File: src/liu_pkg.sv
// ----------------------------------------------------------------------------
// liu_pkg: shared definitions of the linear interpolation upsampler
// Widths, limits, emission codes and the controller/datapath interface types.
// ----------------------------------------------------------------------------
package liu_pkg;

  localparam int SAMPLE_BITS = 16;
  localparam int MAX_INSERT  = 61;
  localparam int MAX_IN_LEN  = 1024;

  localparam int LEN_W  = 11;   // in_length register
  localparam int OLEN_W = 16;   // out_length register and emitted count
  localparam int CFG_W  = (LEN_W > OLEN_W) ? LEN_W : OLEN_W;
  localparam int GAP_W  = $clog2(MAX_IN_LEN);
  localparam int INS_W  = $clog2(MAX_INSERT + 2);

  // Shared divider: dividend is |b - a| or (out - in), divisor is (in - 1) or (step + 1).
  localparam int DIVD_W = (SAMPLE_BITS > OLEN_W) ? SAMPLE_BITS : OLEN_W;
  localparam int DIVS_W = (GAP_W > INS_W) ? GAP_W : INS_W;
  localparam int DCNT_W = $clog2(DIVD_W);

  localparam logic [LEN_W-1:0] IN_LEN_MAX = LEN_W'(MAX_IN_LEN);
  localparam logic [GAP_W-1:0] GAP_MAX    = GAP_W'(MAX_IN_LEN - 1);
  localparam logic [INS_W-1:0] INS_MAX    = INS_W'(MAX_INSERT);

  // Configuration register indexes.
  localparam logic REG_IN_LEN  = 1'b0;
  localparam logic REG_OUT_LEN = 1'b1;

  typedef logic [1:0] emit_kind_t;
  localparam emit_kind_t EMIT_A   = 2'd0;  // earlier sample of the gap
  localparam emit_kind_t EMIT_PT  = 2'd1;  // next inserted point
  localparam emit_kind_t EMIT_REP = 2'd2;  // repeat of the last point
  localparam emit_kind_t EMIT_B   = 2'd3;  // final sample of the sequence

  typedef struct packed {
    logic       load_in;
    logic       div_start;
    logic       div_gap;
    logic       take_cfg;
    logic       take_gap;
    logic       emit;
    emit_kind_t emit_kind;
    logic       emit_final;
    logic       commit;
  } liu_cmd_t;

  typedef struct packed {
    logic have_prev;
    logic in_last;
    logic div_done;
    logic out_free;
    logic ppg_nz;
    logic pt_last;
    logic do_extra;
  } liu_sts_t;

endpackage

File: src/liu_div.sv
// ----------------------------------------------------------------------------
// liu_div: restoring divider
// Unsigned division, one quotient bit per cycle; result held until next start.
// ----------------------------------------------------------------------------
module liu_div import liu_pkg::*; (
  input  logic              clk,
  input  logic              rst,
  input  logic              start,
  input  logic [DIVD_W-1:0] dividend,
  input  logic [DIVS_W-1:0] divisor,
  output logic              busy,
  output logic              done,
  output logic [DIVD_W-1:0] quot,
  output logic [DIVS_W-1:0] rem
);

  logic [DIVS_W-1:0] dsr;
  logic [DCNT_W-1:0] cnt;
  logic [DIVS_W:0]   trial;
  logic [DIVS_W:0]   trial_sub;
  logic              fits;

  assign trial     = {rem, quot[DIVD_W-1]};
  assign fits      = trial >= {1'b0, dsr};
  assign trial_sub = trial - {1'b0, dsr};

  always_ff @(posedge clk) begin
    if (rst) begin
      busy <= 1'b0;
      done <= 1'b0;
      cnt  <= '0;
    end else if (start) begin
      busy <= 1'b1;
      done <= 1'b0;
      cnt  <= '0;
    end else if (busy) begin
      cnt <= cnt + DCNT_W'(1);
      if (cnt == DCNT_W'(DIVD_W - 1)) begin
        busy <= 1'b0;
        done <= 1'b1;
      end
    end
  end

  always_ff @(posedge clk) begin
    if (start) begin
      quot <= dividend;
      rem  <= '0;
      dsr  <= divisor;
    end else if (busy) begin
      rem  <= fits ? trial_sub[DIVS_W-1:0] : trial[DIVS_W-1:0];
      quot <= {quot[DIVD_W-2:0], fits};
    end
  end

  a_busy_done_excl: assert property (@(posedge clk) disable iff (rst) !(busy && done))
    else $error("divider busy and done together");

  a_start_busy: assert property (@(posedge clk) disable iff (rst) start |=> busy && !done)
    else $error("divider did not start");

  a_done_holds: assert property (@(posedge clk) disable iff (rst) (done && !start) |=> done)
    else $error("divider result dropped before the next start");

endmodule

File: src/liu_dp.sv
// ----------------------------------------------------------------------------
// liu_dp: upsampler datapath
// Sample and count registers, interpolation accumulator, output register.
// ----------------------------------------------------------------------------
module liu_dp import liu_pkg::*; (
  input  logic                          clk,
  input  logic                          rst,
  input  liu_cmd_t                      cmd,
  output liu_sts_t                      sts,
  input  logic signed [SAMPLE_BITS-1:0] in_sample,
  input  logic                          in_last,
  input  logic [LEN_W-1:0]              in_length,
  input  logic [OLEN_W-1:0]             out_length,
  output logic                          m_valid,
  input  logic                          m_ready,
  output logic [SAMPLE_BITS-1:0]        m_value,
  output logic                          m_run_last,
  output logic                          m_seq_done
);

  logic signed [SAMPLE_BITS-1:0] prev;
  logic signed [SAMPLE_BITS-1:0] b_smp;
  logic signed [SAMPLE_BITS-1:0] pt;
  logic                          have_prev;
  logic                          last_r;
  logic [GAP_W-1:0]              gap_index;
  logic [OLEN_W-1:0]             count;
  logic [INS_W-1:0]              ppg;
  logic [DIVS_W-1:0]             extra;
  logic                          neg;
  logic [DIVD_W-1:0]             q0;
  logic [INS_W-1:0]              r0;
  logic [SAMPLE_BITS-1:0]        acc_q;
  logic [INS_W-1:0]              acc_r;
  logic [INS_W-1:0]              j_cnt;

  // Divider operands.
  logic signed [SAMPLE_BITS:0]   diff;
  logic [SAMPLE_BITS:0]          mag;
  logic [LEN_W-1:0]              inl_c;
  logic                          cfg_deg;
  logic [DIVD_W-1:0]             cfg_dvd;
  logic [DIVS_W-1:0]             cfg_dvs;
  logic [DIVD_W-1:0]             div_dvd;
  logic [DIVS_W-1:0]             div_dvs;
  logic                          div_busy;
  logic                          div_done;
  logic [DIVD_W-1:0]             div_quot;
  logic [DIVS_W-1:0]             div_rem;

  assign diff    = {in_sample[SAMPLE_BITS-1], in_sample} - {prev[SAMPLE_BITS-1], prev};
  assign mag     = diff[SAMPLE_BITS] ? -diff : diff;
  assign inl_c   = (in_length > IN_LEN_MAX) ? IN_LEN_MAX : in_length;
  assign cfg_deg = (in_length < LEN_W'(2)) || (out_length <= OLEN_W'(inl_c));
  assign cfg_dvd = cfg_deg ? '0 : DIVD_W'(out_length - OLEN_W'(inl_c));
  assign cfg_dvs = cfg_deg ? DIVS_W'(1) : DIVS_W'(inl_c - LEN_W'(1));
  assign div_dvd = cmd.div_gap ? DIVD_W'(mag[SAMPLE_BITS-1:0]) : cfg_dvd;
  assign div_dvs = cmd.div_gap ? DIVS_W'(ppg) + DIVS_W'(1) : cfg_dvs;

  liu_div u_div (
    .clk      (clk),
    .rst      (rst),
    .start    (cmd.div_start),
    .dividend (div_dvd),
    .divisor  (div_dvs),
    .busy     (div_busy),
    .done     (div_done),
    .quot     (div_quot),
    .rem      (div_rem)
  );

  // Next inserted point: the quotient of |b-a|*j / (step+1) advances by q0 and
  // the remainder by r0, with one carry when the remainder wraps.
  logic [INS_W-1:0]              divs;
  logic [INS_W:0]                acc_r_sum;
  logic                          carry;
  logic [INS_W:0]                acc_r_wrap;
  logic [SAMPLE_BITS-1:0]        acc_q_nx;
  logic [INS_W-1:0]              acc_r_nx;
  logic signed [SAMPLE_BITS+1:0] offs;
  logic signed [SAMPLE_BITS+1:0] pt_sum;
  logic [SAMPLE_BITS-1:0]        pt_calc;

  assign divs       = ppg + INS_W'(1);
  assign acc_r_sum  = {1'b0, acc_r} + {1'b0, r0};
  assign carry      = acc_r_sum >= {1'b0, divs};
  assign acc_r_wrap = acc_r_sum - {1'b0, divs};
  assign acc_r_nx   = carry ? acc_r_wrap[INS_W-1:0] : acc_r_sum[INS_W-1:0];
  assign acc_q_nx   = acc_q + q0[SAMPLE_BITS-1:0] + SAMPLE_BITS'(carry);
  assign offs       = neg ? -$signed({2'b00, acc_q_nx}) : $signed({2'b00, acc_q_nx});
  assign pt_sum     = {{2{prev[SAMPLE_BITS-1]}}, prev} + offs;
  assign pt_calc    = pt_sum[SAMPLE_BITS-1:0];

  logic [SAMPLE_BITS-1:0] emit_val;
  logic [OLEN_W-1:0]      cnt_inc;
  logic                   emit_ok;
  logic                   hit_len;

  always_comb begin
    unique case (cmd.emit_kind)
      EMIT_A:   emit_val = prev;
      EMIT_PT:  emit_val = pt_calc;
      EMIT_REP: emit_val = pt;
      EMIT_B:   emit_val = b_smp;
      default:  emit_val = prev;
    endcase
  end

  assign emit_ok = cmd.emit && (count < out_length);
  assign cnt_inc = count + OLEN_W'(1);
  assign hit_len = cnt_inc == out_length;

  // Control state.
  always_ff @(posedge clk) begin
    if (rst) begin
      have_prev <= 1'b0;
      gap_index <= '0;
      count     <= '0;
      m_valid   <= 1'b0;
    end else begin
      if (cmd.load_in && !have_prev && !in_last) begin
        have_prev <= 1'b1;
      end
      if (emit_ok) begin
        m_valid <= 1'b1;
      end else if (m_ready) begin
        m_valid <= 1'b0;
      end
      if (cmd.commit && last_r) begin
        have_prev <= 1'b0;
        gap_index <= '0;
        count     <= '0;
      end else begin
        if (emit_ok) begin
          count <= cnt_inc;
        end
        if (cmd.commit && (gap_index < GAP_MAX)) begin
          gap_index <= gap_index + GAP_W'(1);
        end
      end
    end
  end

  // Payload.
  always_ff @(posedge clk) begin
    if (cmd.load_in) begin
      b_smp  <= in_sample;
      last_r <= in_last;
      neg    <= diff[SAMPLE_BITS];
      if (!have_prev) begin
        prev <= in_sample;
      end
    end
    if (cmd.take_cfg) begin
      ppg   <= (div_quot > DIVD_W'(MAX_INSERT)) ? INS_MAX : div_quot[INS_W-1:0];
      extra <= div_rem;
    end
    if (cmd.take_gap) begin
      q0    <= div_quot;
      r0    <= div_rem[INS_W-1:0];
      acc_q <= '0;
      acc_r <= '0;
      j_cnt <= '0;
    end
    if (cmd.emit) begin
      if (cmd.emit_kind == EMIT_A) begin
        pt <= prev;
      end else if (cmd.emit_kind == EMIT_PT) begin
        pt    <= pt_calc;
        acc_q <= acc_q_nx;
        acc_r <= acc_r_nx;
        j_cnt <= j_cnt + INS_W'(1);
      end
    end
    if (emit_ok) begin
      m_value    <= emit_val;
      m_run_last <= cmd.emit_final || hit_len;
      m_seq_done <= hit_len || (cmd.emit_kind == EMIT_B);
    end
    if (cmd.commit && !last_r) begin
      prev <= b_smp;
    end
  end

  always_comb begin
    sts.have_prev = have_prev;
    sts.in_last   = last_r;
    sts.div_done  = div_done;
    sts.out_free  = !m_valid || m_ready;
    sts.ppg_nz    = ppg != '0;
    sts.pt_last   = (j_cnt + INS_W'(1)) == ppg;
    sts.do_extra  = DIVS_W'(gap_index) < extra;
  end

  a_no_overwrite: assert property (@(posedge clk) disable iff (rst)
      emit_ok |-> (!m_valid || m_ready))
    else $error("output register overwritten while held");

  a_done_is_last: assert property (@(posedge clk) disable iff (rst)
      (m_valid && m_seq_done) |-> m_run_last)
    else $error("sequence end without run end");

  a_no_emit_busy: assert property (@(posedge clk) disable iff (rst)
      cmd.emit |-> !div_busy)
    else $error("emission while divider busy");

endmodule

File: src/liu_ctrl.sv
// ----------------------------------------------------------------------------
// liu_ctrl: upsampler controller
// Sequences derivation, gap division and the emissions of each gap.
// ----------------------------------------------------------------------------
module liu_ctrl import liu_pkg::*; (
  input  logic     clk,
  input  logic     rst,
  input  logic     in_valid,
  input  logic     in_last,
  output logic     in_ready,
  output liu_cmd_t cmd,
  input  liu_sts_t sts
);

  localparam logic [2:0] S_IDLE     = 3'd0;
  localparam logic [2:0] S_DIV_CFG  = 3'd1;
  localparam logic [2:0] S_DIV_GAP  = 3'd2;
  localparam logic [2:0] S_EMIT_A   = 3'd3;
  localparam logic [2:0] S_EMIT_PT  = 3'd4;
  localparam logic [2:0] S_EMIT_REP = 3'd5;
  localparam logic [2:0] S_EMIT_B   = 3'd6;

  logic [2:0] state;
  logic [2:0] state_next;

  always_ff @(posedge clk) begin
    if (rst) begin
      state <= S_IDLE;
    end else begin
      state <= state_next;
    end
  end

  always_comb begin
    cmd        = '0;
    state_next = state;
    in_ready   = state == S_IDLE;
    unique case (state)
      S_IDLE: begin
        if (in_valid) begin
          cmd.load_in = 1'b1;
          if (sts.have_prev) begin
            cmd.div_start = 1'b1;
            cmd.div_gap   = 1'b1;
            state_next    = S_DIV_GAP;
          end else if (in_last) begin
            state_next = S_EMIT_B;
          end else begin
            cmd.div_start = 1'b1;
            state_next    = S_DIV_CFG;
          end
        end
      end
      S_DIV_CFG: begin
        if (sts.div_done) begin
          cmd.take_cfg = 1'b1;
          state_next   = S_IDLE;
        end
      end
      S_DIV_GAP: begin
        if (sts.div_done) begin
          cmd.take_gap = 1'b1;
          state_next   = S_EMIT_A;
        end
      end
      S_EMIT_A: begin
        if (sts.out_free) begin
          cmd.emit       = 1'b1;
          cmd.emit_kind  = EMIT_A;
          cmd.emit_final = !sts.ppg_nz && !sts.do_extra && !sts.in_last;
          priority if (sts.ppg_nz) begin
            state_next = S_EMIT_PT;
          end else if (sts.do_extra) begin
            state_next = S_EMIT_REP;
          end else if (sts.in_last) begin
            state_next = S_EMIT_B;
          end else begin
            cmd.commit = 1'b1;
            state_next = S_IDLE;
          end
        end
      end
      S_EMIT_PT: begin
        if (sts.out_free) begin
          cmd.emit       = 1'b1;
          cmd.emit_kind  = EMIT_PT;
          cmd.emit_final = sts.pt_last && !sts.do_extra && !sts.in_last;
          priority if (!sts.pt_last) begin
            state_next = S_EMIT_PT;
          end else if (sts.do_extra) begin
            state_next = S_EMIT_REP;
          end else if (sts.in_last) begin
            state_next = S_EMIT_B;
          end else begin
            cmd.commit = 1'b1;
            state_next = S_IDLE;
          end
        end
      end
      S_EMIT_REP: begin
        if (sts.out_free) begin
          cmd.emit       = 1'b1;
          cmd.emit_kind  = EMIT_REP;
          cmd.emit_final = !sts.in_last;
          if (sts.in_last) begin
            state_next = S_EMIT_B;
          end else begin
            cmd.commit = 1'b1;
            state_next = S_IDLE;
          end
        end
      end
      S_EMIT_B: begin
        if (sts.out_free) begin
          cmd.emit       = 1'b1;
          cmd.emit_kind  = EMIT_B;
          cmd.emit_final = 1'b1;
          cmd.commit     = 1'b1;
          state_next     = S_IDLE;
        end
      end
      default: begin
        state_next = S_IDLE;
      end
    endcase
  end

  a_emit_free: assert property (@(posedge clk) disable iff (rst) cmd.emit |-> sts.out_free)
    else $error("emission without room in the output register");

  a_pt_needs_step: assert property (@(posedge clk) disable iff (rst)
      (state == S_EMIT_PT) |-> sts.ppg_nz)
    else $error("inserted point with zero points per gap");

  a_commit_idle: assert property (@(posedge clk) disable iff (rst)
      cmd.commit |=> (state == S_IDLE))
    else $error("commit did not return to idle");

endmodule

File: src/linear_interp_upsampler_top.sv
// A gap-closing sample is accepted, divided by the shared bit-serial divider and
// its quotient taken before its first result, then one result a cycle while the
// output register is free. Input is taken only in idle, so each sample holds the
// input until its division and emissions are done; a lone final sample skips the
// divider. Output stalls hold it longer.
// Reset (rst, synchronous): idle, no sequence open, in_length 3, out_length 25.
// ----------------------------------------------------------------------------
// linear_interp_upsampler_top: linear interpolation upsampler
// Stretches a stream of Q8.8 samples from in_length points to out_length
// points by inserting evenly spaced, truncated interpolation points.
// ----------------------------------------------------------------------------
module linear_interp_upsampler_top import liu_pkg::*; (
  input  logic                   clk,
  input  logic                   rst,
  // Input samples.
  input  logic                   s_tvalid,
  output logic                   s_tready,
  input  logic [SAMPLE_BITS-1:0] s_tdata,   // [15:0] sample
  input  logic                   s_tlast,   // seq_end
  // Stretched samples.
  output logic                   m_tvalid,
  input  logic                   m_tready,
  output logic [SAMPLE_BITS-1:0] m_tdata,   // [15:0] value
  output logic                   m_tlast,   // run_last
  output logic                   m_tuser,   // [0] seq_done
  // Configuration writes.
  input  logic                   cfg_valid,
  output logic                   cfg_ready,
  input  logic                   cfg_index,
  input  logic [CFG_W-1:0]       cfg_data
);

  // Configuration registers. Writes are always accepted; the lengths are
  // sampled by the datapath when the first sample of a sequence arrives,
  // and out_length is also compared live against the emitted count.
  logic [LEN_W-1:0]  in_length;
  logic [OLEN_W-1:0] out_length;

  assign cfg_ready = 1'b1;

  always_ff @(posedge clk) begin
    if (rst) begin
      in_length  <= LEN_W'(3);
      out_length <= OLEN_W'(25);
    end else if (cfg_valid && cfg_ready) begin
      unique case (cfg_index)
        REG_IN_LEN:  in_length  <= cfg_data[LEN_W-1:0];
        REG_OUT_LEN: out_length <= cfg_data[OLEN_W-1:0];
        default:     in_length  <= in_length;
      endcase
    end
  end

  // The controller walks each gap through division and emission; the
  // datapath holds the samples, counters and the output register.
  liu_cmd_t cmd;
  liu_sts_t sts;

  liu_ctrl u_ctrl (
    .clk      (clk),
    .rst      (rst),
    .in_valid (s_tvalid),
    .in_last  (s_tlast),
    .in_ready (s_tready),
    .cmd      (cmd),
    .sts      (sts)
  );

  // The output register decouples the two sides: a new input transaction is
  // taken in idle even while the last result still waits to be taken.
  liu_dp u_dp (
    .clk        (clk),
    .rst        (rst),
    .cmd        (cmd),
    .sts        (sts),
    .in_sample  (s_tdata),
    .in_last    (s_tlast),
    .in_length  (in_length),
    .out_length (out_length),
    .m_valid    (m_tvalid),
    .m_ready    (m_tready),
    .m_value    (m_tdata),
    .m_run_last (m_tlast),
    .m_seq_done (m_tuser)
  );

  a_busy_no_input: assert property (@(posedge clk) disable iff (rst)
      (s_tvalid && s_tready) |=> !s_tready || !sts.have_prev || $past(!sts.have_prev))
    else $error("input accepted during gap processing");

  a_tuser_tlast: assert property (@(posedge clk) disable iff (rst)
      (m_tvalid && m_tready && m_tuser) |-> m_tlast)
    else $error("sequence end delivered without run end");

  a_div_follows_gap: assert property (@(posedge clk) disable iff (rst)
      (s_tvalid && s_tready && sts.have_prev) |=> !s_tready)
    else $error("gap sample did not start division");

endmodule

File: config.mk
export PLATFORM = sky130hd
export DESIGN_NAME = linear_interp_upsampler_top
export DESIGN_NICKNAME = d
export VERILOG_FILES = /design/src/liu_pkg.sv /design/src/liu_div.sv /design/src/liu_dp.sv /design/src/liu_ctrl.sv /design/src/linear_interp_upsampler_top.sv
export SDC_FILE = /design/constraint.sdc
export NUM_CORES = 1
export LEC_CHECK = 0
export ABC_AREA = 1
export BUFFER_PORTS_ARGS = -buffer_cell sky130_fd_sc_hd__buf_2
export CORE_MARGIN = 1.5
export CORE_UTILIZATION = 25
export DETAILED_ROUTE_END_ITERATION = 7
export GPL_TIMING_DRIVEN = 0
export PLACE_DENSITY = 0.44
export SYNTH_ARGS = -nofsm -noshare
export SYNTH_HDL_FRONTEND = slang
export SYNTH_SLANG_ARGS = --single-unit
export TNS_END_PERCENT = 10
File: constraint.sdc
create_clock -name clk -period 6.4 [get_ports clk]
set_input_delay 0.32 -clock clk [delete_from_list [all_inputs] [get_ports clk]]
set_output_delay 0.32 -clock clk [all_outputs]
set_load 0.005 [all_outputs]
# After elaboration in Yosys (flattened, before gate mapping)
# Index checks and enable logic that the tools add are counted.
# totals
ff_bits	234
output_inout_bits	21
word_cells	175
# classes
n_eq_ne	20
n_bitwise	1
reduce_logical	35
magnitude_cmp	9
addsub	17
muxes	65
# op_table
op	count
$mux 16	15
$pmux 16 s4	1
$mux 6	9
$mux 3	15
$add 16x16->16	2
$neg 16->16	2
$mux 10	3
$pmux 3 s7	1
$mux 5	4
$pmux 5 s4	1
$sub 16x16->17	1
$add 16x1->16	1
$add 16x1->16 const B	1
$eq 16x16->1	1
$gt 16x6->1 const B	1
$le 16x11->1	1
$lt 16x16->1	1
$sub 16x11->16	1
$mux 1	15
$add 6x1->6 const B	2
$ne 2x2->1 const B	6
$ge 11x10->1	1
$gt 11x11->1 const B	1
$lt 11x2->1 const B	1
30 further kinds	60

# Depth between registers and ports, before layout
# Gate-level depths: netlist of the first run.
# depth
depth_word	10
ltp_mapped	40

# Hierarchy
# A second synthesis of the first run with hierarchy kept.
# unflattened
cells_unflattened	2221
hier_area_um2	16605.9
# by_module_without_submodules
mod	area_each_um2	instances	cells_per_inst	seq_area_each_um2
liu_dp	12738.5	1	1708	4304.1
liu_div	2344.7	1	291	1101.1
linear_interp_upsampler_top	1061.0	1	141	540.5
liu_ctrl	461.7	1	81	60.1

# Worst setup path after synthesis of the first run
# No wires, ideal clock.
# synth_path
path_type	register -> register
start	register u_dp.acc_r[0]
end	register u_dp.m_value[13] (data pin)
slack_ps	718
t_arrival_ps	5420
n_path_buf	0
required_time_ps	6139
setup_ps	261
stages_incl_launch_ff	35
path_cell_list	dfxtp_1 > ha_1 > inv_1 > fa_1 > o21ai_0 > xor2_1 > inv_1 > ha_1 > nand4_1 > o21ai_0 > nand2_1 > nand2_1 > inv_1 > fa_1 > fa_1 > inv_1 > nand3_1 > nand2_1 > nand2_1 > nand2_1 > nand2_1 > nand2_1 > xor2_2 > nand3_1 > o21ai_1 > xor2_1 > inv_1 > ha_1 > nand2_1 > inv_1 > nand2_1 > o41ai_1 > nand2_1 > nand3b_1 > nand3b_1
# synth_via
elab_chain_len	7
# synth_rtl
item	line_no	rtl
from (decl)	liu_dp.sv:34	logic [INS_W-1:0] acc_r;
from (signal assigned)	liu_dp.sv:171	acc_r <= acc_r_nx;
$add 6x6->7 *	liu_dp.sv:85	assign acc_r_sum = {1'b0, acc_r} + {1'b0, r0};
$ge 7x6->1 *	liu_dp.sv:86	assign carry = acc_r_sum >= {1'b0, divs};
$add 16x1->16 *	liu_dp.sv:89	assign acc_q_nx = acc_q + q0[SAMPLE_BITS-1:0] + SAMPLE_BITS'(carry);
$neg 16->16	liu_dp.sv:90	assign offs = neg ? -$signed({2'b00, acc_q_nx}) : $signed({2'b00, acc_q_nx});
$mux 16 *	liu_dp.sv:90	
$add 16x16->16 *	liu_dp.sv:91	assign pt_sum = {{2{prev[SAMPLE_BITS-1]}}, prev} + offs;
$pmux 16 s4 *	liu_dp.sv:100	unique case (cmd.emit_kind)
net u_dp.emit_val[13]	liu_dp.sv:94	logic [SAMPLE_BITS-1:0] emit_val;
to (signal assigned)	liu_dp.sv:176	m_value <= emit_val;
to (decl)	liu_dp.sv:16	output logic [SAMPLE_BITS-1:0] m_value,
# Mark *: on every way through the listed nets, which the timed path passes. The rest lies on a longest branch.
# A chain may end at the register's enable or synchronous reset.

# Final worst setup path of the first run
# layout_path
start	register u_dp.r0[0]
end	register u_dp.m_value[13] (data pin)
# layout_via
elab_chain_len	7
# layout_rtl
item	line_no	rtl
from (decl)	liu_dp.sv:32	logic [INS_W-1:0] r0;
from (signal assigned)	liu_dp.sv:160	r0 <= div_rem[INS_W-1:0];
$add 6x6->7 *	liu_dp.sv:85	
$ge 7x6->1 *	liu_dp.sv:86	
$add 16x1->16 *	liu_dp.sv:89	
$neg 16->16	liu_dp.sv:90	
$mux 16 *	liu_dp.sv:90	
$add 16x16->16 *	liu_dp.sv:91	
$pmux 16 s4 *	liu_dp.sv:100	
net u_dp.emit_val[13]	liu_dp.sv:94	
# Marks and branches as above.

==> results of run 1 <==
[synthesized netlist by cell type (8+ instances only)]
master / n / area [um^2]
a21oi_2: 21 / 184
xnor2_1: 30 / 263
nor2_1: 160 / 601
o22ai_1: 12 / 75.1
nand2_1: 513 / 1930
nand4_1: 24 / 150
nand3_1: 163 / 816
nor3_1: 22 / 110
or2_2: 9 / 56.3
o211ai_1: 12 / 90.1
nand3b_1: 9 / 67.6
clkbuf_1: 27 / 101
ha_1: 114 / 1430
inv_1: 291 / 1090
o21ai_0: 142 / 711
edfxtp_1: 132 / 3960
a21oi_1: 124 / 621
fa_1: 8 / 160
dfxtp_1: 102 / 2040
xor2_1: 60 / 526
a21o_1: 8 / 60.1
[cell type report]
class                           count  area [um^2]
Fill cell                        6732        43600
Multi-Input combinational cell   1510         8630
Sequential cell                   234         6010
Inverter                          299         1120
Tap cell                          837         1050
Clock buffer                       41          791
Timing Repair Buffer               90          593
Buffer                             44          211
Clock inverter                     10         90.1
[power groups by stage]
stage | registers, uW | logic (uW) | clock network [uW]
3_5_place_dp | 2400 | 4460 | 0
6_report | 2380 | 4780 | 1570
5_1_grt | 2420 | 5400 | 1670
2_1_floorplan | 2290 | 3220 | 0
3_3_place_gp | 2410 | 4390 | 0
4_1_cts | 2370 | 4520 | 1620
[layer usage]
layer | global-route usage (%) | share of wire, %
met5 | 0 | 0.056
met4 | 3.88 | 2.1
met3 | 2.40 | 4.7
met2 | 26.0 | 46
met1 | 20.6 | 47
[cell families (layout without fill, tap and decap cells)]
group	after synthesis	in the layout	share of synthesized area, %
AND/OR/NAND/NOR	930	930	25.1
buffers and inverters	343	484	8.45
adder cells (fa/ha/maj)	122	122	10.0
other	1	1	0.0237
XOR/XNOR	91	91	5.09
flip-flops	234	234	38.0
AO/OA/AOI/OAI	366	366	13.2
[worst register-to-register path: cells and delay by family, from the launching register on]
kind | cells | cell delay [ns]
adders and majority gates | 6 | 1.96
AOI/OAI and AO/OA | 7 | 1.13
DFF | 1 | 0.36
buffers and inverters | 5 | 0.38
and+or+nand+nor | 15 | 1.61
xor gates and xnor gates | 2 | 0.33
[metrics by stage]
step	TNS [ns]	worst slack, ns	total power [uW]	util (%)	std cells
2_1_floorplan	0	0.718	5510	-	2087
4_1_cts	0	0.00185	8510	29.5	3056
3_3_place_gp	-2.71	-0.412	6800	27.6	2982
5_1_grt	-0.0474	-0.0249	9490	29.8	3065
6_report	0	0.386	8730	29.8	3065
3_5_place_dp	-2.64	-0.375	6860	27.7	2986
[worst max path at each step]
stage | cells after the start | from | endpoint | slack [ns]
final | 35 | u_dp.r0[0]$_DFFE_PP_ | u_dp.m_value[13]$_DFFE_PP_ | 0.39
after detailed placement | 32 | u_dp.r0[0]$_DFFE_PP_ | u_dp.m_value[15]$_DFFE_PP_ | -0.37
after CTS | 32 | u_dp.r0[0]$_DFFE_PP_ | u_dp.m_value[15]$_DFFE_PP_ | 0.002
after global routing | 39 | u_dp.r0[0]$_DFFE_PP_ | u_dp.m_value[13]$_DFFE_PP_ | -0.02
after global placement | 35 | u_dp.r0[0]$_DFFE_PP_ | u_dp.m_value[13]$_DFFE_PP_ | -0.41
after floorplan | 34 | u_dp.acc_r[0]$_DFF_P_ | u_dp.m_value[13]$_DFFE_PP_ | 0.72
[what timing repair did]
action / 4_1_cts / 5_1_grt
setup endpoints to repair: 12 / 16
buffers inserted: 0 / 9
resized for setup: 6 / 40
endpoints found under the hold margin: 19 / 0
hold buffers: 19 / 0
pin swaps: 0 / 15
[cells in the final DEF, fill, tap and decap left out, types with 7 or more instances in the layout]
master	n
xor2_1	59
clkbuf_1	37
nand2_2	11
dfxtp_1	101
o21ai_0	134
buf_4	17
o21ai_1	10
o2111ai_1	7
xnor2_1	29
edfxtp_1	132
inv_2	8
or2_2	9
o211ai_1	12
nand3b_1	9
a21o_1	8
nand2_1	506
a21oi_2	25
o22ai_1	12
clkbuf_16	29
nand4_1	24
buf_2	65
nor2_2	9
a21oi_1	119
nor3_1	20
dlygate4sd3_1	19
nand3_1	161
ha_1	112
inv_1	288
nor2_1	156
[flip-flops by register name, summed over array words and instances (netlist names), 6 cells and up]
| name | flops |
|---|---|
| in_length | 11 |
| out_length | 16 |
| u_dp.acc_q | 16 |
| u_dp.acc_r | 6 |
| u_dp.b_smp | 16 |
| u_dp.count | 16 |
| u_dp.extra | 10 |
| u_dp.gap_index | 10 |
| u_dp.j_cnt | 6 |
| u_dp.m_value | 16 |
| u_dp.ppg | 6 |
| u_dp.prev | 16 |
| u_dp.pt | 16 |
| u_dp.q0 | 16 |
| u_dp.r0 | 6 |
| u_dp.u_div.dsr | 10 |
| u_dp.u_div.quot | 16 |
| u_dp.u_div.rem | 10 |
==> impl_metrics.env, run 1 <==
export IMPL_outcome="finished clean"
export IMPL_routed_via_density=4.63
export IMPL_critPathTopFamily="adder cells"
export IMPL_rsz0062_at_grt="true"
export IMPL_crit_buf_inv=5
export IMPL_dr_pass1_iters=5
export IMPL_p_seq_share_pct=27.2
export IMPL_ys_seq_area_share_pct=38.0
export IMPL_max_cap_violations=0
export IMPL_dieHeight_um=254
export IMPL_fp_dieW_um=254
export IMPL_htreeDepth=1
export IMPL_ff2ff_path_depth=35
export IMPL_wl_um=50200
export IMPL_p_comb_share_pct=54.7
export IMPL_cts_tree="yes"
export IMPL_critPathLaunchType="flip-flop"
export IMPL_reg2reg_slack_ns=0.39
export IMPL_fp_dieArea_um2=64700
export IMPL_worstHoldStart="cfg_data[5]"
export IMPL_grt_ovfl_total=0
export IMPL_cts_path_max_buffers=3
export IMPL_mappedNetlistArea_um2=15800
export IMPL_clock_fmax_mhz=166
export IMPL_power_switching_fraction_pct=46.6
export IMPL_holdCritPathClass="primary input to flip-flop"
export IMPL_insertedDiodeCount=0
export IMPL_period_share_pct=94.0
export IMPL_finalNetCount=2369
export IMPL_finalHoldViolations=0
export IMPL_crit_type="flip-flop to flip-flop"
export IMPL_fin_skew_ns=0.0475
export IMPL_critPathRequiredTime_ns=6.74
export IMPL_synth_nets=2248
export IMPL_worst_skew_pair_late_latency_ns=0.60
export IMPL_p_int_uw=4660
export IMPL_p_leak_uw=0.00819
export IMPL_synth_edf_count=132
export IMPL_start_util_pct=25.5
export IMPL_track_usage_pct=15.5
export IMPL_hold_depth=3
export IMPL_slew_limit_headroom_pct=23.5
export IMPL_drt_iter0_drc=906
export IMPL_hold_ws_ns=0.0359
export IMPL_cp_arrival_ns=6.35
export IMPL_p_per_area_nw_per_um2=472
export IMPL_p_sw_uw=4070
export IMPL_vdd_drop_max_mv=0.258
export IMPL_core_area_um2=62100
export IMPL_cpPeakStageDelay_ns=0.41
export IMPL_ys_ff_latch=234
export IMPL_antenna_found_initial=2
export IMPL_crit_slowest_cell="fa_1"
export IMPL_setup_viol=0
export IMPL_num_rows=91
export IMPL_ys_types=55
export IMPL_place_gp_congestion=0.869
export IMPL_synthArstFlopShare_pct=0
export IMPL_grt_pass1_wl_um=77900
export IMPL_fin_area_um2=18500
export IMPL_drv_slew=0
export IMPL_ioPinCount=60
export IMPL_vias=14200
export IMPL_crit_path_max_fanout=5
export IMPL_hpwl_um=40000
export IMPL_end_kind="flip-flop"
export IMPL_cts_root_buffer="clkbuf_16"
export IMPL_post_route_drc_count=0
export IMPL_clk_pin_slew_worst_paths_ns=0.07
export IMPL_syn_instance_count=2087
export IMPL_grt_max_degree=28
export IMPL_port_buffers=58
export IMPL_cts_inserted_buffers=29
export IMPL_drtAntennaViolNets=0
export IMPL_ys_flop_type="edfxtp_1"
export IMPL_syn_avg_cell_area_um2=7.57
export IMPL_tightest_slew_ns=1.15
export IMPL_syn2layout_area_growth_pct=17.1
export IMPL_ys_warn_count=0
export IMPL_fin_crit_ns=6.01
export IMPL_clock_sinks=234
export IMPL_drive_above_1_share_pct=9.83
export IMPL_wl_per_cell_um=16.4
export IMPL_dpl_cell_area_um2=17200
export IMPL_p_clk_share_pct=18.0
export IMPL_hold_path_end="in_length[5]$_SDFFE_PP0P_"
export IMPL_grt_pass1_vias=13900
export IMPL_rr_startpoint="u_dp.r0[0]$_DFFE_PP_"
export IMPL_timing_rr_end="u_dp.m_value[13]$_DFFE_PP_"
Power figures use the tool's default switching activity.
==> inputs of run 2 (changes only) <==
- SYNTH_HIERARCHICAL: unset -> 1
==> impl_metrics.env, run 2 <==
export IMPL_wl_per_cell_um=15.4
export IMPL_period_share_pct=93.6
export IMPL_grt_ovfl_total=0
export IMPL_hpwl_um=39600
export IMPL_dpl_cell_count=3146
export IMPL_finalNetCount=2503
export IMPL_grt_busiest_layer="met2"
export IMPL_cts_root_buffer="clkbuf_16"
export IMPL_track_usage_pct=14.5
export IMPL_grt_pass1_vias=14200
export IMPL_finalHoldViolations=0
export IMPL_dieHeight_um=261
export IMPL_core_area_um2=65700
export IMPL_clk_pin_slew_worst_paths_ns=0.06
export IMPL_synth_common_cells="nand2_1 (591), inv_1 (336), nor2_1 (171), nand3_1 (136), edfxtp_1 (132)"
export IMPL_fin_crit_ns=5.99
export IMPL_drive_above_1_share_pct=12.4
export IMPL_htreeDepth=1
export IMPL_outcome="finished clean"
export IMPL_wl_um=49700
export IMPL_mostFrequentLayoutCells="nand2_1 (587), inv_1 (335), nor2_1 (165)"
export IMPL_total_power_uw=8820
export IMPL_worst_skew_pair_late_latency_ns=0.57
export IMPL_syn2layout_area_growth_pct=16.4
export IMPL_p_leak_uw=0.00881
export IMPL_insertedDiodeCount=0
export IMPL_vdd_drop_max_mv=0.218
export IMPL_synth_nets=2382
export IMPL_drtAntennaViolNets=0
export IMPL_cp_arrival_ns=6.28
export IMPL_fin_ws_ns=0.408
export IMPL_ys_ff_latch=234
export IMPL_cts_tree="yes"
export IMPL_fin_skew_ns=0.0107
export IMPL_yosysMostFrequentCell="nand2_1"
export IMPL_ys_top_cells_by_area="edfxtp_1 (24%), nand2_1 (13%), dfxtp_1 (12%), ha_1 (8.6%), inv_1 (7.6%)"
export IMPL_max_cap_violations=0
export IMPL_synthArstFlopShare_pct=0
export IMPL_synth_top_cell_by_area="edfxtp_1"
export IMPL_end_kind="flip-flop"
export IMPL_cp_common_cell="inv_1"
export IMPL_ys_warn_count=6
export IMPL_clock_fmax_mhz=167
export IMPL_routed_via_density=4.50
export IMPL_fin_cells=3229
export IMPL_fill_cells=7058
export IMPL_holdCritPathClass="primary input to flip-flop"
export IMPL_cts_inserted_buffers=29
export IMPL_antenna_found_initial=2
export IMPL_grtUsageMet3_pct=1.87
export IMPL_slew_limit_headroom_pct=23.4
export IMPL_cpPeakStageDelay_ns=0.62
export IMPL_place_gp_congestion=0.861
export IMPL_vias=14500
export IMPL_tightest_slew_ns=1.15
export IMPL_cts_path_max_buffers=3
export IMPL_pre_cts_ws_ns=-0.375
export IMPL_p_per_area_nw_per_um2=456
export IMPL_critPathLaunchType="flip-flop"
export IMPL_start_util_pct=25.3
export IMPL_layout_commonest_cell="nand2_1"
export IMPL_crit_type="flip-flop to flip-flop"
export IMPL_setup_tns_ns=0
export IMPL_drt_iter0_drc=831
export IMPL_grt_pass1_wl_um=77800
export IMPL_fp_dieW_um=261
export IMPL_grt_max_degree=28
export IMPL_synth_edf_count=132
export IMPL_post_route_drc_count=0
export IMPL_port_buffers=58
export IMPL_setup_viol=0
export IMPL_num_rows=94
export IMPL_drv_slew=0
export IMPL_ioPinCount=60
export IMPL_syn_avg_cell_area_um2=7.48
export IMPL_ys_seq_area_share_pct=36.2
export IMPL_critPathRequiredTime_ns=6.69
export IMPL_fin_area_um2=19300
export IMPL_use_met1_pct=19.6
export IMPL_dr_pass1_iters=5
export IMPL_clock_sinks=234
export IMPL_yosys_area_top_type_share_pct=23.9
export IMPL_mappedNetlistArea_um2=16600
export IMPL_dpl_cell_area_um2=18000
export IMPL_syn_instance_count=2221
export IMPL_fp_dieArea_um2=68000
export IMPL_ys_flop_type="edfxtp_1"
export IMPL_grtUsageMet2_pct=24.3
export IMPL_ys_types=67
export IMPL_crit_path_max_fanout=8
export IMPL_crit_slowest_cell="fa_2"
## run 2: changes by cell type after synthesis, sizes merged, moves of 7 or more
cell / before / now
nand2: 520 / 633
inv: 296 / 348
a21oi: 145 / 104
o21ai: 149 / 108
nor2: 166 / 205
nand3: 165 / 150
clkbuf: 27 / 17
nand4: 25 / 35
buf: 17 / 25
o2111ai: 7 / 15
mux2: 0 / 7
xor2: 61 / 54
## run 2: routing by layer
layer  up-vias  routed length, um
met2       241              22900
li1       7524                  -
met5         -                 24
met4         4               1070
met1      6711              23600
met3        61               2080
## run 2: logic make-up after synthesis
group,count (synthesis),share of synthesized area (%)
AOI/OAI and AO/OA,291,10.1
xor gates and xnor gates,79,4.41
adders and majority gates,122,9.55
buffers and inverters,393,9.58
DFF,234,36.2
muxes,7,0.475
other,1,0.0226
and+or+nand+nor,1094,29.7
## run 2: layout make-up
type / count / area (um^2) / share of cell area (%)
multi-input cells: 1594 / 9130 / 47.2
flip-flops and latches: 234 / 6010 / 31.1
inverters: 351 / 1330 / 6.85
well taps: 864 / 1080 / 5.59
clock buffers: 36 / 783 / 4.05
repair buffers: 91 / 629 / 3.25
plain buffers: 41 / 263 / 1.36
clock inverters: 18 / 121 / 0.628
## run 2: repair_timing
action / in CTS / in global routing
pin swaps: 0 / 7
setup buffers: 0 / 6
hold endpoints to repair: 24 / 0
setup endpoints to repair: 14 / 16
resized for setup: 4 / 23
hold buffers: 24 / 0
## run 2: final timing paths
kind,start,to,slack (ns),cells past startpoint
min,cfg_data[15],out_length[15]$_SDFFE_PP0P_,0.02,3
max,u_dp/r0[0]$_DFFE_PP_,u_dp/m_value[14]$_DFFE_PP_,0.41,33
min reg2reg,u_dp/acc_r[3]$_DFF_P_,u_dp/acc_r[3]$_DFF_P_,0.46,2
max reg2reg,u_dp/r0[0]$_DFFE_PP_,u_dp/m_value[14]$_DFFE_PP_,0.41,33
## run 2: where the power goes
group          internal (uW)  switching [uW]
logic                   1740            3090
registers               2120             289
clock network            904             674
## run 2: worst max-delay path: cells and delay by family (launching register included)
family          cells  cell delay, ns
simple gates       15            1.79
xor+xnor            2            0.29
compound gates      6            0.88
flops               1            0.35
fa+ha+maj           6            2.08
buf+inv             4            0.33
## run 2: stage by stage
step	util (%)	hold WS [ns]
floorplan	-	0.389
global placement	27.3	0.450
detailed placement	27.5	0.449
CTS	29.2	0.00888
global route	29.4	0.0255
finish	29.4	0.0227
